## config.mk

```make
export PLATFORM = sky130hd
export DESIGN_NAME = canonical_huffman_archive_decoder_unit
export DESIGN_NICKNAME = d
export VERILOG_FILES = /design/src/chad_pkg.sv /design/src/canonical_huffman_archive_decoder_unit.sv
export SDC_FILE = /design/constraint.sdc
export NUM_CORES = 2
export LEC_CHECK = 0
export BUFFER_PORTS_ARGS = -buffer_cell sky130_fd_sc_hd__buf_2
export CAP_MARGIN = 25
export CELL_PAD_IN_SITES_DETAIL_PLACEMENT = 1
export CELL_PAD_IN_SITES_GLOBAL_PLACEMENT = 2
export CORE_ASPECT_RATIO = 1.2
export CORE_MARGIN = 1.5
export CORE_UTILIZATION = 45
export CTS_CLUSTER_DIAMETER = 30
export DETAILED_ROUTE_END_ITERATION = 8
export GPL_TIMING_DRIVEN = 0
export PLACE_DENSITY_LB_ADDON = 0.1
export RECOVER_POWER = 50
export SLEW_MARGIN = 10
export SYNTH_ARGS = -nofsm -noshare
export SYNTH_HDL_FRONTEND = slang
export SYNTH_MEMORY_MAX_BITS = 65536
export SYNTH_SLANG_ARGS = --single-unit
```

## constraint.sdc

```tcl
create_clock -name clk -period 14.22 [get_ports clk]
set_clock_uncertainty 0.05 [all_clocks]
set_input_delay 2.844 -clock clk [delete_from_list [all_inputs] [get_ports clk]]
set_output_delay 2.844 -clock clk [all_outputs]
set_load 0.01 [all_outputs]
```

## src/chad_pkg.sv

```systemverilog
// Shared types and constants for the canonical Huffman archive decoder.
package chad_pkg;

	typedef enum logic [2:0] {
		PH_COUNT   = 3'd0,
		PH_SYMBOLS = 3'd1,
		PH_LENGTHS = 3'd2,
		PH_NAME    = 3'd3,
		PH_DATA    = 3'd4,
		PH_ERROR   = 3'd5,
		PH_DONE    = 3'd6
	} phase_t;

	localparam logic [2:0] EV_NAME_BYTE = 3'd0;
	localparam logic [2:0] EV_NAME_END  = 3'd1;
	localparam logic [2:0] EV_DATA_BYTE = 3'd2;
	localparam logic [2:0] EV_FILE_MORE = 3'd3;
	localparam logic [2:0] EV_ARCH_END  = 3'd4;
	localparam logic [2:0] EV_ERROR     = 3'd5;

	localparam int FIELD_BITS = 9;

	localparam logic [1:0] REG_NAME_END = 2'd0;
	localparam logic [1:0] REG_MORE     = 2'd1;
	localparam logic [1:0] REG_ARCH_END = 2'd2;

endpackage

```

## src/canonical_huffman_archive_decoder_unit.sv

```systemverilog
// Decoder for a bit-serial archive of files coded with canonical Huffman tables.
// Header bits are taken one per cycle, back to back. Code bits are taken one per
// cycle too, except that the input holds after the final bit of a code while the
// symbol is read. The input also holds while an event word waits unaccepted in
// the one-word output register. Each input word yields at most one event word.
// The symbol table and the per-length count table sit in synchronous RAMs. The
// count for the code length the next bit will reach is read ahead into a
// register; a write to the count table is forwarded over the read. An error
// event leaves in the cycle after its word is taken; a decoded symbol's event
// first passes the registered symbol read and the lookup flag lk_pend_q.
// After a format error or archive end the block drops all input until reset.
module canonical_huffman_archive_decoder_unit #(
	parameter int MAX_SYMBOLS  = 512,
	parameter int MAX_CODE_LEN = 32
) (
	input  logic       clk,
	input  logic       arst_n,
	input  logic       s_tvalid,
	output logic       s_tready,
	input  logic [7:0] s_tdata,   // [0] in_bit, [1] end_of_input
	output logic       m_tvalid,
	input  logic       m_tready,
	output logic [15:0] m_tdata,  // [2:0] event_kind, [10:3] byte_value
	input  logic       cfg_valid,
	output logic       cfg_ready,
	input  logic [1:0] cfg_index,
	input  logic [8:0] cfg_data
);
	localparam int SW = $clog2(MAX_SYMBOLS + 1);
	localparam int AW = $clog2(MAX_SYMBOLS);
	localparam int LW = $clog2(MAX_CODE_LEN + 1);
	localparam int CW = $clog2(MAX_CODE_LEN);
	localparam int VW = (MAX_CODE_LEN + 1 > 64) ? 64 : MAX_CODE_LEN + 1;

	logic [8:0] sym_mem [MAX_SYMBOLS];
	logic [8:0] len_mem [MAX_CODE_LEN];

	logic [8:0] name_end_q, more_q, arch_end_q;
	chad_pkg::phase_t phase_q;
	logic [8:0] shift_q;
	logic [3:0] fcnt_q;
	logic [SW-1:0] total_q, loaded_q, unasg_q;
	logic [LW-1:0] last_q, clen_q;
	logic [VW-1:0] code_q, first_q;
	logic [SW:0] base_q;
	logic [8:0] cnt_rd_q;      // len_mem[clen_q] (next length's count)
	logic [8:0] sym_rd_q;
	logic lk_pend_q;           // a symbol lookup completes this cycle
	logic m_valid_q;
	logic [2:0] m_kind_q;
	logic [7:0] m_byte_q;

	// Stall whole input while output holds, as a new event could collide, or while a symbol lookup completes.
	logic out_free;
	assign out_free = !m_valid_q || m_tready;
	assign s_tready = out_free && !lk_pend_q;
	assign cfg_ready = 1'b1;
	assign m_tvalid = m_valid_q;
	assign m_tdata = {5'd0, m_byte_q, m_kind_q};

	logic acc, bitv, eoi;
	assign acc = s_tvalid && s_tready;
	assign bitv = s_tdata[0];
	assign eoi = s_tdata[1];

	// Header field assembly.
	logic [8:0] fld;
	logic fdone;
	assign fld = {shift_q[7:0], bitv};
	assign fdone = (fcnt_q == 4'(chad_pkg::FIELD_BITS - 1));

	// Decode arithmetic for one code bit.
	logic [VW-1:0] cv, diff;
	logic [LW-1:0] cl;
	logic hit, too_long;
	assign cv = {code_q[VW-2:0], bitv};
	assign cl = clen_q + LW'(1);
	assign diff = cv - first_q;
	assign too_long = (cl > last_q);
	assign hit = (diff < VW'(cnt_rd_q));

	logic [SW:0] idx;
	assign idx = base_q + (SW+1)'(diff);

	// Next-state control, registered below.
	logic ev_v;
	logic [2:0] ev_k;
	logic lk_go;
	logic len_we;
	logic [LW-1:0] next_clen;

	always_comb begin
		ev_v = 1'b0;
		ev_k = chad_pkg::EV_ERROR;
		lk_go = 1'b0;
		len_we = 1'b0;
		if (acc && phase_q != chad_pkg::PH_ERROR && phase_q != chad_pkg::PH_DONE) begin
			if (eoi) begin
				ev_v = 1'b1;
			end else if (phase_q == chad_pkg::PH_COUNT) begin
				if (fdone && SW'(fld) > SW'(MAX_SYMBOLS)) ev_v = 1'b1;
			end else if (phase_q == chad_pkg::PH_LENGTHS) begin
				if (fdone) begin
					if (SW'(fld) > unasg_q || last_q >= LW'(MAX_CODE_LEN)) ev_v = 1'b1;
					else begin
						len_we = 1'b1;
						if (unasg_q != SW'(fld) && last_q + LW'(1) >= LW'(MAX_CODE_LEN))
							ev_v = 1'b1;
					end
				end
			end else if (phase_q == chad_pkg::PH_SYMBOLS) begin
				ev_v = 1'b0;
			end else begin
				if (too_long || cl > LW'(MAX_CODE_LEN)) ev_v = 1'b1;
				else if (hit) lk_go = 1'b1;
				else if (cl >= last_q) ev_v = 1'b1;
			end
		end
	end

	// Length the decoder sits at after this cycle; prefetch its count.
	always_comb begin
		next_clen = clen_q;
		if (acc && !eoi && (phase_q == chad_pkg::PH_NAME || phase_q == chad_pkg::PH_DATA)
				&& !ev_v)
			next_clen = lk_go ? LW'(0) : cl;
		else if (acc && !eoi && phase_q == chad_pkg::PH_COUNT && fdone)
			next_clen = LW'(0);
	end

	logic [CW-1:0] len_ra, len_wa;
	assign len_ra = next_clen[CW-1:0];
	assign len_wa = last_q[CW-1:0];

	always_ff @(posedge clk) begin
		if (len_we) len_mem[len_wa] <= fld;
		if (len_we && len_wa == len_ra) cnt_rd_q <= fld;
		else cnt_rd_q <= len_mem[len_ra];
	end

	always_ff @(posedge clk) begin
		if (acc && !eoi && phase_q == chad_pkg::PH_SYMBOLS && fdone
				&& loaded_q < SW'(MAX_SYMBOLS))
			sym_mem[loaded_q[AW-1:0]] <= fld;
		if (idx < (SW+1)'(MAX_SYMBOLS)) sym_rd_q <= sym_mem[idx[AW-1:0]];
		else sym_rd_q <= 9'd0;
	end

	always_ff @(posedge clk or negedge arst_n) begin
		if (!arst_n) begin
			name_end_q <= 9'd256;
			more_q <= 9'd257;
			arch_end_q <= 9'd258;
		end else if (cfg_valid) begin
			case (cfg_index)
				chad_pkg::REG_NAME_END: name_end_q <= cfg_data;
				chad_pkg::REG_MORE:     more_q <= cfg_data;
				chad_pkg::REG_ARCH_END: arch_end_q <= cfg_data;
				default: ;
			endcase
		end
	end

	always_ff @(posedge clk or negedge arst_n) begin
		if (!arst_n) begin
			phase_q <= chad_pkg::PH_COUNT;
			shift_q <= '0;
			fcnt_q <= '0;
			total_q <= '0;
			loaded_q <= '0;
			unasg_q <= '0;
			last_q <= '0;
			clen_q <= '0;
			code_q <= '0;
			first_q <= '0;
			base_q <= '0;
			lk_pend_q <= 1'b0;
			m_valid_q <= 1'b0;
			m_kind_q <= '0;
			m_byte_q <= '0;
		end else begin
			if (ev_v || lk_pend_q) m_valid_q <= 1'b1;
			else if (m_valid_q && m_tready) m_valid_q <= 1'b0;
			lk_pend_q <= lk_go;
			clen_q <= next_clen;
			if (ev_v) begin
				phase_q <= chad_pkg::PH_ERROR;
				m_kind_q <= ev_k;
				m_byte_q <= '0;
			end
			// Resolve a looked-up symbol.
			if (lk_pend_q) begin
				if (phase_q == chad_pkg::PH_NAME) begin
					if (sym_rd_q == name_end_q) begin
						phase_q <= chad_pkg::PH_DATA;
						m_kind_q <= chad_pkg::EV_NAME_END;
						m_byte_q <= '0;
					end else begin
						m_kind_q <= chad_pkg::EV_NAME_BYTE;
						m_byte_q <= sym_rd_q[7:0];
					end
				end else if (sym_rd_q == arch_end_q) begin
					phase_q <= chad_pkg::PH_DONE;
					m_kind_q <= chad_pkg::EV_ARCH_END;
					m_byte_q <= '0;
				end else if (sym_rd_q == more_q) begin
					phase_q <= chad_pkg::PH_COUNT;
					shift_q <= '0;
					fcnt_q <= '0;
					m_kind_q <= chad_pkg::EV_FILE_MORE;
					m_byte_q <= '0;
				end else begin
					m_kind_q <= chad_pkg::EV_DATA_BYTE;
					m_byte_q <= sym_rd_q[7:0];
				end
			end
			if (acc && !eoi && !ev_v) begin
				unique case (phase_q)
					chad_pkg::PH_COUNT, chad_pkg::PH_SYMBOLS, chad_pkg::PH_LENGTHS: begin
						shift_q <= fdone ? 9'd0 : fld;
						fcnt_q <= fdone ? 4'd0 : fcnt_q + 4'd1;
						if (fdone) begin
							if (phase_q == chad_pkg::PH_COUNT) begin
								total_q <= SW'(fld);
								unasg_q <= SW'(fld);
								loaded_q <= '0;
								last_q <= '0;
								code_q <= '0;
								first_q <= '0;
								base_q <= '0;
								phase_q <= (fld == 9'd0) ? chad_pkg::PH_NAME
									: chad_pkg::PH_SYMBOLS;
							end else if (phase_q == chad_pkg::PH_SYMBOLS) begin
								loaded_q <= loaded_q + SW'(1);
								if (loaded_q + SW'(1) >= total_q)
									phase_q <= chad_pkg::PH_LENGTHS;
							end else begin
								last_q <= last_q + LW'(1);
								unasg_q <= unasg_q - SW'(fld);
								if (unasg_q == SW'(fld)) begin
									code_q <= '0;
									first_q <= '0;
									base_q <= '0;
									phase_q <= chad_pkg::PH_NAME;
								end
							end
						end
					end
					chad_pkg::PH_NAME, chad_pkg::PH_DATA: begin
						if (lk_go) begin
							code_q <= '0;
							first_q <= '0;
							base_q <= '0;
						end else begin
							code_q <= cv;
							base_q <= base_q + (SW+1)'(cnt_rd_q);
							first_q <= (first_q + VW'(cnt_rd_q)) << 1;
						end
					end
					default: ;
				endcase
			end
		end
	end

endmodule

```

; ---- Word level (Yosys, flattened, before mapping)
; Memories as Yosys holds them, arrays and structs flattened. A register that Yosys moved wholly into a read port is not among the register bits.
; Cells that the tools add are included.
[word_totals]
regBits = 173
ramBits = 4896
output_inout_bits = 19
elab_cells = 196
memories = 2
[memory_table]
columns = memory, words, word_bits, rd, rd_ports_with_merged_regs, wr, line_no
row1 = sym_mem, 512, 9, 1, 1, 1, canonical_huffman_archive_decoder_unit.sv:35  ; logic [8:0] sym_mem [MAX_SYMBOLS];
row2 = len_mem, 32, 9, 1, 1, 1, canonical_huffman_archive_decoder_unit.sv:36  ; logic [8:0] len_mem [MAX_CODE_LEN];
[classes]
add_sub_neg = 9
magnitude_cmp = 11
n_eq_ne = 18
n_mux = 94
n_reduce_logical = 43
[ops]
columns = cell, count
row1 = $mux 33, 5
row2 = $pmux 33 s2, 1
row3 = $pmux 32 s2, 1
row4 = $mux 9, 7
row5 = $mux 11, 5
row6 = $mux 3, 17
row7 = $mux 8, 6
row8 = $mux 10, 4
row9 = $lt 33x9->1, 1
row10 = $mux 1, 33
row11 = $sub 33x33->33, 1
row12 = $add 32x9->32, 1
row13 = $mux 32, 1
row14 = $mux 6, 5
row15 = $mux 4, 7
row16 = $eq 9x9->1, 3
row17 = $pmux 11 s2, 1
row18 = $logic_and 1x1->1, 16
row19 = $add 6x1->6 const B, 2
row20 = $ge 6x6->1 const B, 2
row21 = $ne 3x3->1 const B, 4
row22 = $reduce_and 4->1, 3
row23 = $add 11x11->11, 1
row24 = $add 11x9->11, 1
row25 = 31 further kinds, 47

; ---- Depth between registers and ports, before layout
[logic_depth]
word_depth = 21
mapped_depth = 24
depth_no_buf = 20

; ---- Least setup slack after synthesis
; No wires, ideal clock.
[synth_timing]
path_kind = flip-flop to flip-flop
from = register shift_q[1]
to = register first_q[10]
setup_time_ps = 132
t_arrival_ps = 9628
required_ps = 14038
setup_slack_ps = 4410
stages_incl_launch_ff = 15
cell_sequence = dfrtp_1 inv_1 ha_1 nor2b_1 o21ai_0 a21oi_1 o31a_1 o21a_1 o21ai_0 nor3b_1 o21bai_1 o211ai_1 buf_2 clkbuf_1 o21ai_1
[synth_between]
elab_chain_len = 12
elab_cells_between_ends = 19
classes_between = order compare (2) / eq/ne (3) / mux (8) / reduce/logical (6)
[synth_rtl]
columns = item, line_no
row1 = from (decl), canonical_huffman_archive_decoder_unit.sv:40  ; logic [8:0] shift_q;
row2 = from (signal assigned), canonical_huffman_archive_decoder_unit.sv:220  ; shift_q <= fdone ? 9'd0 : fld;
row3 = "parallel branches: the longest is 11 deep, another holds $gt 9x10->1", -
row4 = $reduce_and 5->1 (no source line) (*), -
row5 = to (signal assigned), canonical_huffman_archive_decoder_unit.sv:257  ; first_q <= (first_q + VW'(cnt_rd_q)) << 1;
row6 = to (decl), canonical_huffman_archive_decoder_unit.sv:44  ; logic [VW-1:0] code_q, first_q;
; Every way passes the cells marked *.
; A chain may end at the register's enable or synchronous reset.

; ---- Worst setup path after layout
[layout_timing]
from = register shift_q[3]
to = memory sym_mem[498][4] (data pin)
[layout_lines]
columns = item, line_no
row1 = to (decl), canonical_huffman_archive_decoder_unit.sv:35
; Straight into the memory's write port.

==> run metrics <==
status finished with violations; failing checks max-capacitance violations, max-slew violations; post-synthesis mux area share 0.1846; first-pass GRT wire length 865.8 mm; sw power 19.38 mW; Max-Slew Margin vs Limit -3.010; xor/xnor share of the synthesized area 0.005034; Setup crit start kind flip-flop; Routed WL 623.5 mm; initial antenna violation count 45; IO Count 43; root buf cell clkbuf_16; main combinational cell family by area after synthesis multiplexers; Pleak 78.48 nW; required time of the critical path 14.54 ns; largest net degree at the start of global routing 119; worst-margin pin slew 6.015 ns; sequential share of the synthesized area 0.7577; clock tree buffer depth 4; die height 733.4 µm; register bit total from synthesis 5,081; Reg power frac 0.288; clock sinks 5,081; Fillers 37,780; Clk pwr share 0.398; Final Power 56.79 mW; Post-synth EDFFs 4,896; # Max-Cap Violations 73; Post-synth ARST share 0.03365; P per Cell Area 232.5 mW/mm²; cell-internal power 37.41 mW; layout cells sized above 1 0.3297; Fin Hold WS 0.4418 ns; ranking of synthesized cells by area edfxtp_1 73%, mux4_2 18%, dfrtp_1 2.1%; Max IR drop VDD 0.0002782 V; Rows 268; mapped cell area 0.2001 mm²; Clock Latency Late Sink 1.13 ns; Final setup viols 0; port buffer count 30; GR Overflow Total 0; sequential standard cell area 0.1516 mm²; combinational share of power 0.314; synth unique cells 72; die area 0.4486 mm²; hold-fix buffers at CTS 0; clock slew at reported path FFs 0.05 ns; number of routed nets with antenna violations 0; Multi-input gate area 0.04633 mm²; setup bufs post-CTS 0; drt drc 0; Hold Path Class flip-flop to flip-flop; Area Growth Syn to Fin 22.10%; Post-synth top flop edfxtp_1; mean post-synth cell area 22.10 µm²; Critical Path AT 11.91 ns; Final Max Slew Viols 4,667; kind of critical path flip-flop to flip-flop; number of global-route vias before repair 107,400; Via-to-Cell Ratio 5.956; RSZ-0062 raised after global routing false; cts repair resizes 0; Tmin final 11.60 ns; Sw Ratio 0.3412; CTS tree done; DRT iter0 DRCs 10,580; H-tree level count 6; starting density of the core 0.4513; Chip Width 611.7 µm; post-DP HPWL 433.0 mm; Syn. warnings 0; Adder-Cell Fraction of Synth Area 0.006817; Mapped Cells 9,051; CP max FO 68; simple-gate portion of the synthesized area 0.02324; endpoints failing hold 0; Setup TNS 0 ns; final period utilization 0.8156; via count 101,800; Total GRT Usage 0.2782; wire per inst 36.46 µm; Synth top area share 0.7348; core area 0.4433 mm²; Synth area leader edfxtp_1; NumNets Final 10,450; first-pass iteration count of the detailed router 7; Final Wtd Congestion 0.8263; Num CTS Buffers 918; Synth Area in Compound Gates 0.01125; crit end category flip-flop; fmax 86.23 MHz
[worst paths after layout]
check / endpoint / slack (ns) / cells past startpoint / from
hold reg to reg: first_q[27] / 0.44 / 2 / first_q[27]
max in group asynchronous: code_q[26] / 3.76 / 2 / arst_n
setup / recovery: sym_mem[498][4] / 2.62 / 4 / shift_q[3]
hold / removal: first_q[27] / 0.44 / 2 / first_q[27]
setup reg to reg: sym_mem[498][4] / 2.62 / 4 / shift_q[3]
min in group asynchronous: m_tvalid / 3.62 / 1 / arst_n
[flip-flops by register name, summed over array words and instances (netlist names), 9 cells and up, named ones only]
register,cells
sym_mem,4608
len_mem,288
code_q,32
first_q,32
base_q,11
loaded_q,10
unasg_q,10
arch_end_q,9
more_q,9
name_end_q,9
sym_rd_q,9
total_q,9
[logic make-up after synthesis]
kind of cell / after synthesis
mux: 1673
xor+xnor: 115
buf+inv: 590
simple gates: 1113
other cells: 2
flops: 5081
compound gates: 371
fa+ha+maj: 106
[cell usage in the layout (no fill, tap or decap), types with 15 or more instances in the layout]
cell,synthesis,final
xnor2_1,84,77
o21ai_0,120,120
edfxtp_1,4896,4896
mux4_2,1610,1610
inv_16,0,15
nor2b_1,18,18
clkbuf_2,1,87
mux2_2,29,29
mux2i_1,34,34
buf_2,27,81
clkinvlp_4,0,125
dfrtp_1,166,166
clkinv_1,0,101
nand2_1,295,295
nor2_1,621,620
xor2_1,31,31
a21oi_1,81,81
buf_12,0,47
nor3_1,36,31
bufinv_16,0,139
inv_6,0,106
a22o_1,17,17
clkinv_2,0,120
inv_1,93,93
buf_8,0,85
clkbuf_1,347,390
buf_4,6,42
buf_6,1,63
o21ai_1,31,31
ha_1,101,101
diode_2,0,25
clkinv_4,0,102
buf_1,115,88
buf_16,0,17
nand3_1,46,46
a21o_1,35,35
clkbuf_16,0,931
[per-stage QoR]
step / cells / util / instance area, µm² / setup slack, ns
final: 17100 / 0.5511 / 244300 / 2.623
after detailed placement: 15260 / 0.4795 / 212500 / 3.127
after floorplan: 9055 / - / 200100 / 4.410
after global routing: 17080 / 0.5509 / 244200 / 2.271
after global placement: 15030 / 0.4685 / 207700 / -7.283
after CTS: 17000 / 0.5524 / 244900 / 4.340
[cell usage after synthesis (35+ instances only)]
cell type and instances:
clkbuf_1 347, a21oi_1 81, edfxtp_1 4896, a21o_1 35, ha_1 101, buf_1 115, o21ai_0 120, mux4_2 1610
nor2_1 621, dfrtp_1 166, nand3_1 46, nand2_1 295, nor3_1 36, xnor2_1 84, inv_1 93
[power groups by stage]
stage	combinational, mW	clock [mW]	sequential [mW]
after floorplan	9.39	0	16.6
after global placement	16.5	0	16.7
after detailed placement	17.7	0	16.7
after CTS	17.8	22.8	16.4
after global routing	18.4	23.5	16.4
final	17.8	22.6	16.4
[critical path, stage by stage (launching register included)]
cell	delay, ns
dfrtp_1	1.17
clkbuf_1	2.13
clkbuf_1	2.47
clkbuf_1	2.11
clkbuf_1	2.67
[area by class of cell]
type	instances	area share
antenna	25	0.0002561
clock buffer	996	0.09637
tap	5940	0.03042
sequential	5081	0.6206
timing repair buffer	346	0.01670
multi-input combinational	3384	0.1897
clock inverter	739	0.03603
buffer	497	0.008574
inverter	93	0.001429
[metal layers]
metal,vias to the layer above,share of wire,GRT usage
met5,-,0.000087,0
met3,961,0.066,0.04902
met2,4026,0.51,0.4698
li1,40920,-,-
met4,8,0.040,0.1039
met1,55940,0.39,0.3617
Note: power is estimated with default switching activity, not from simulation.
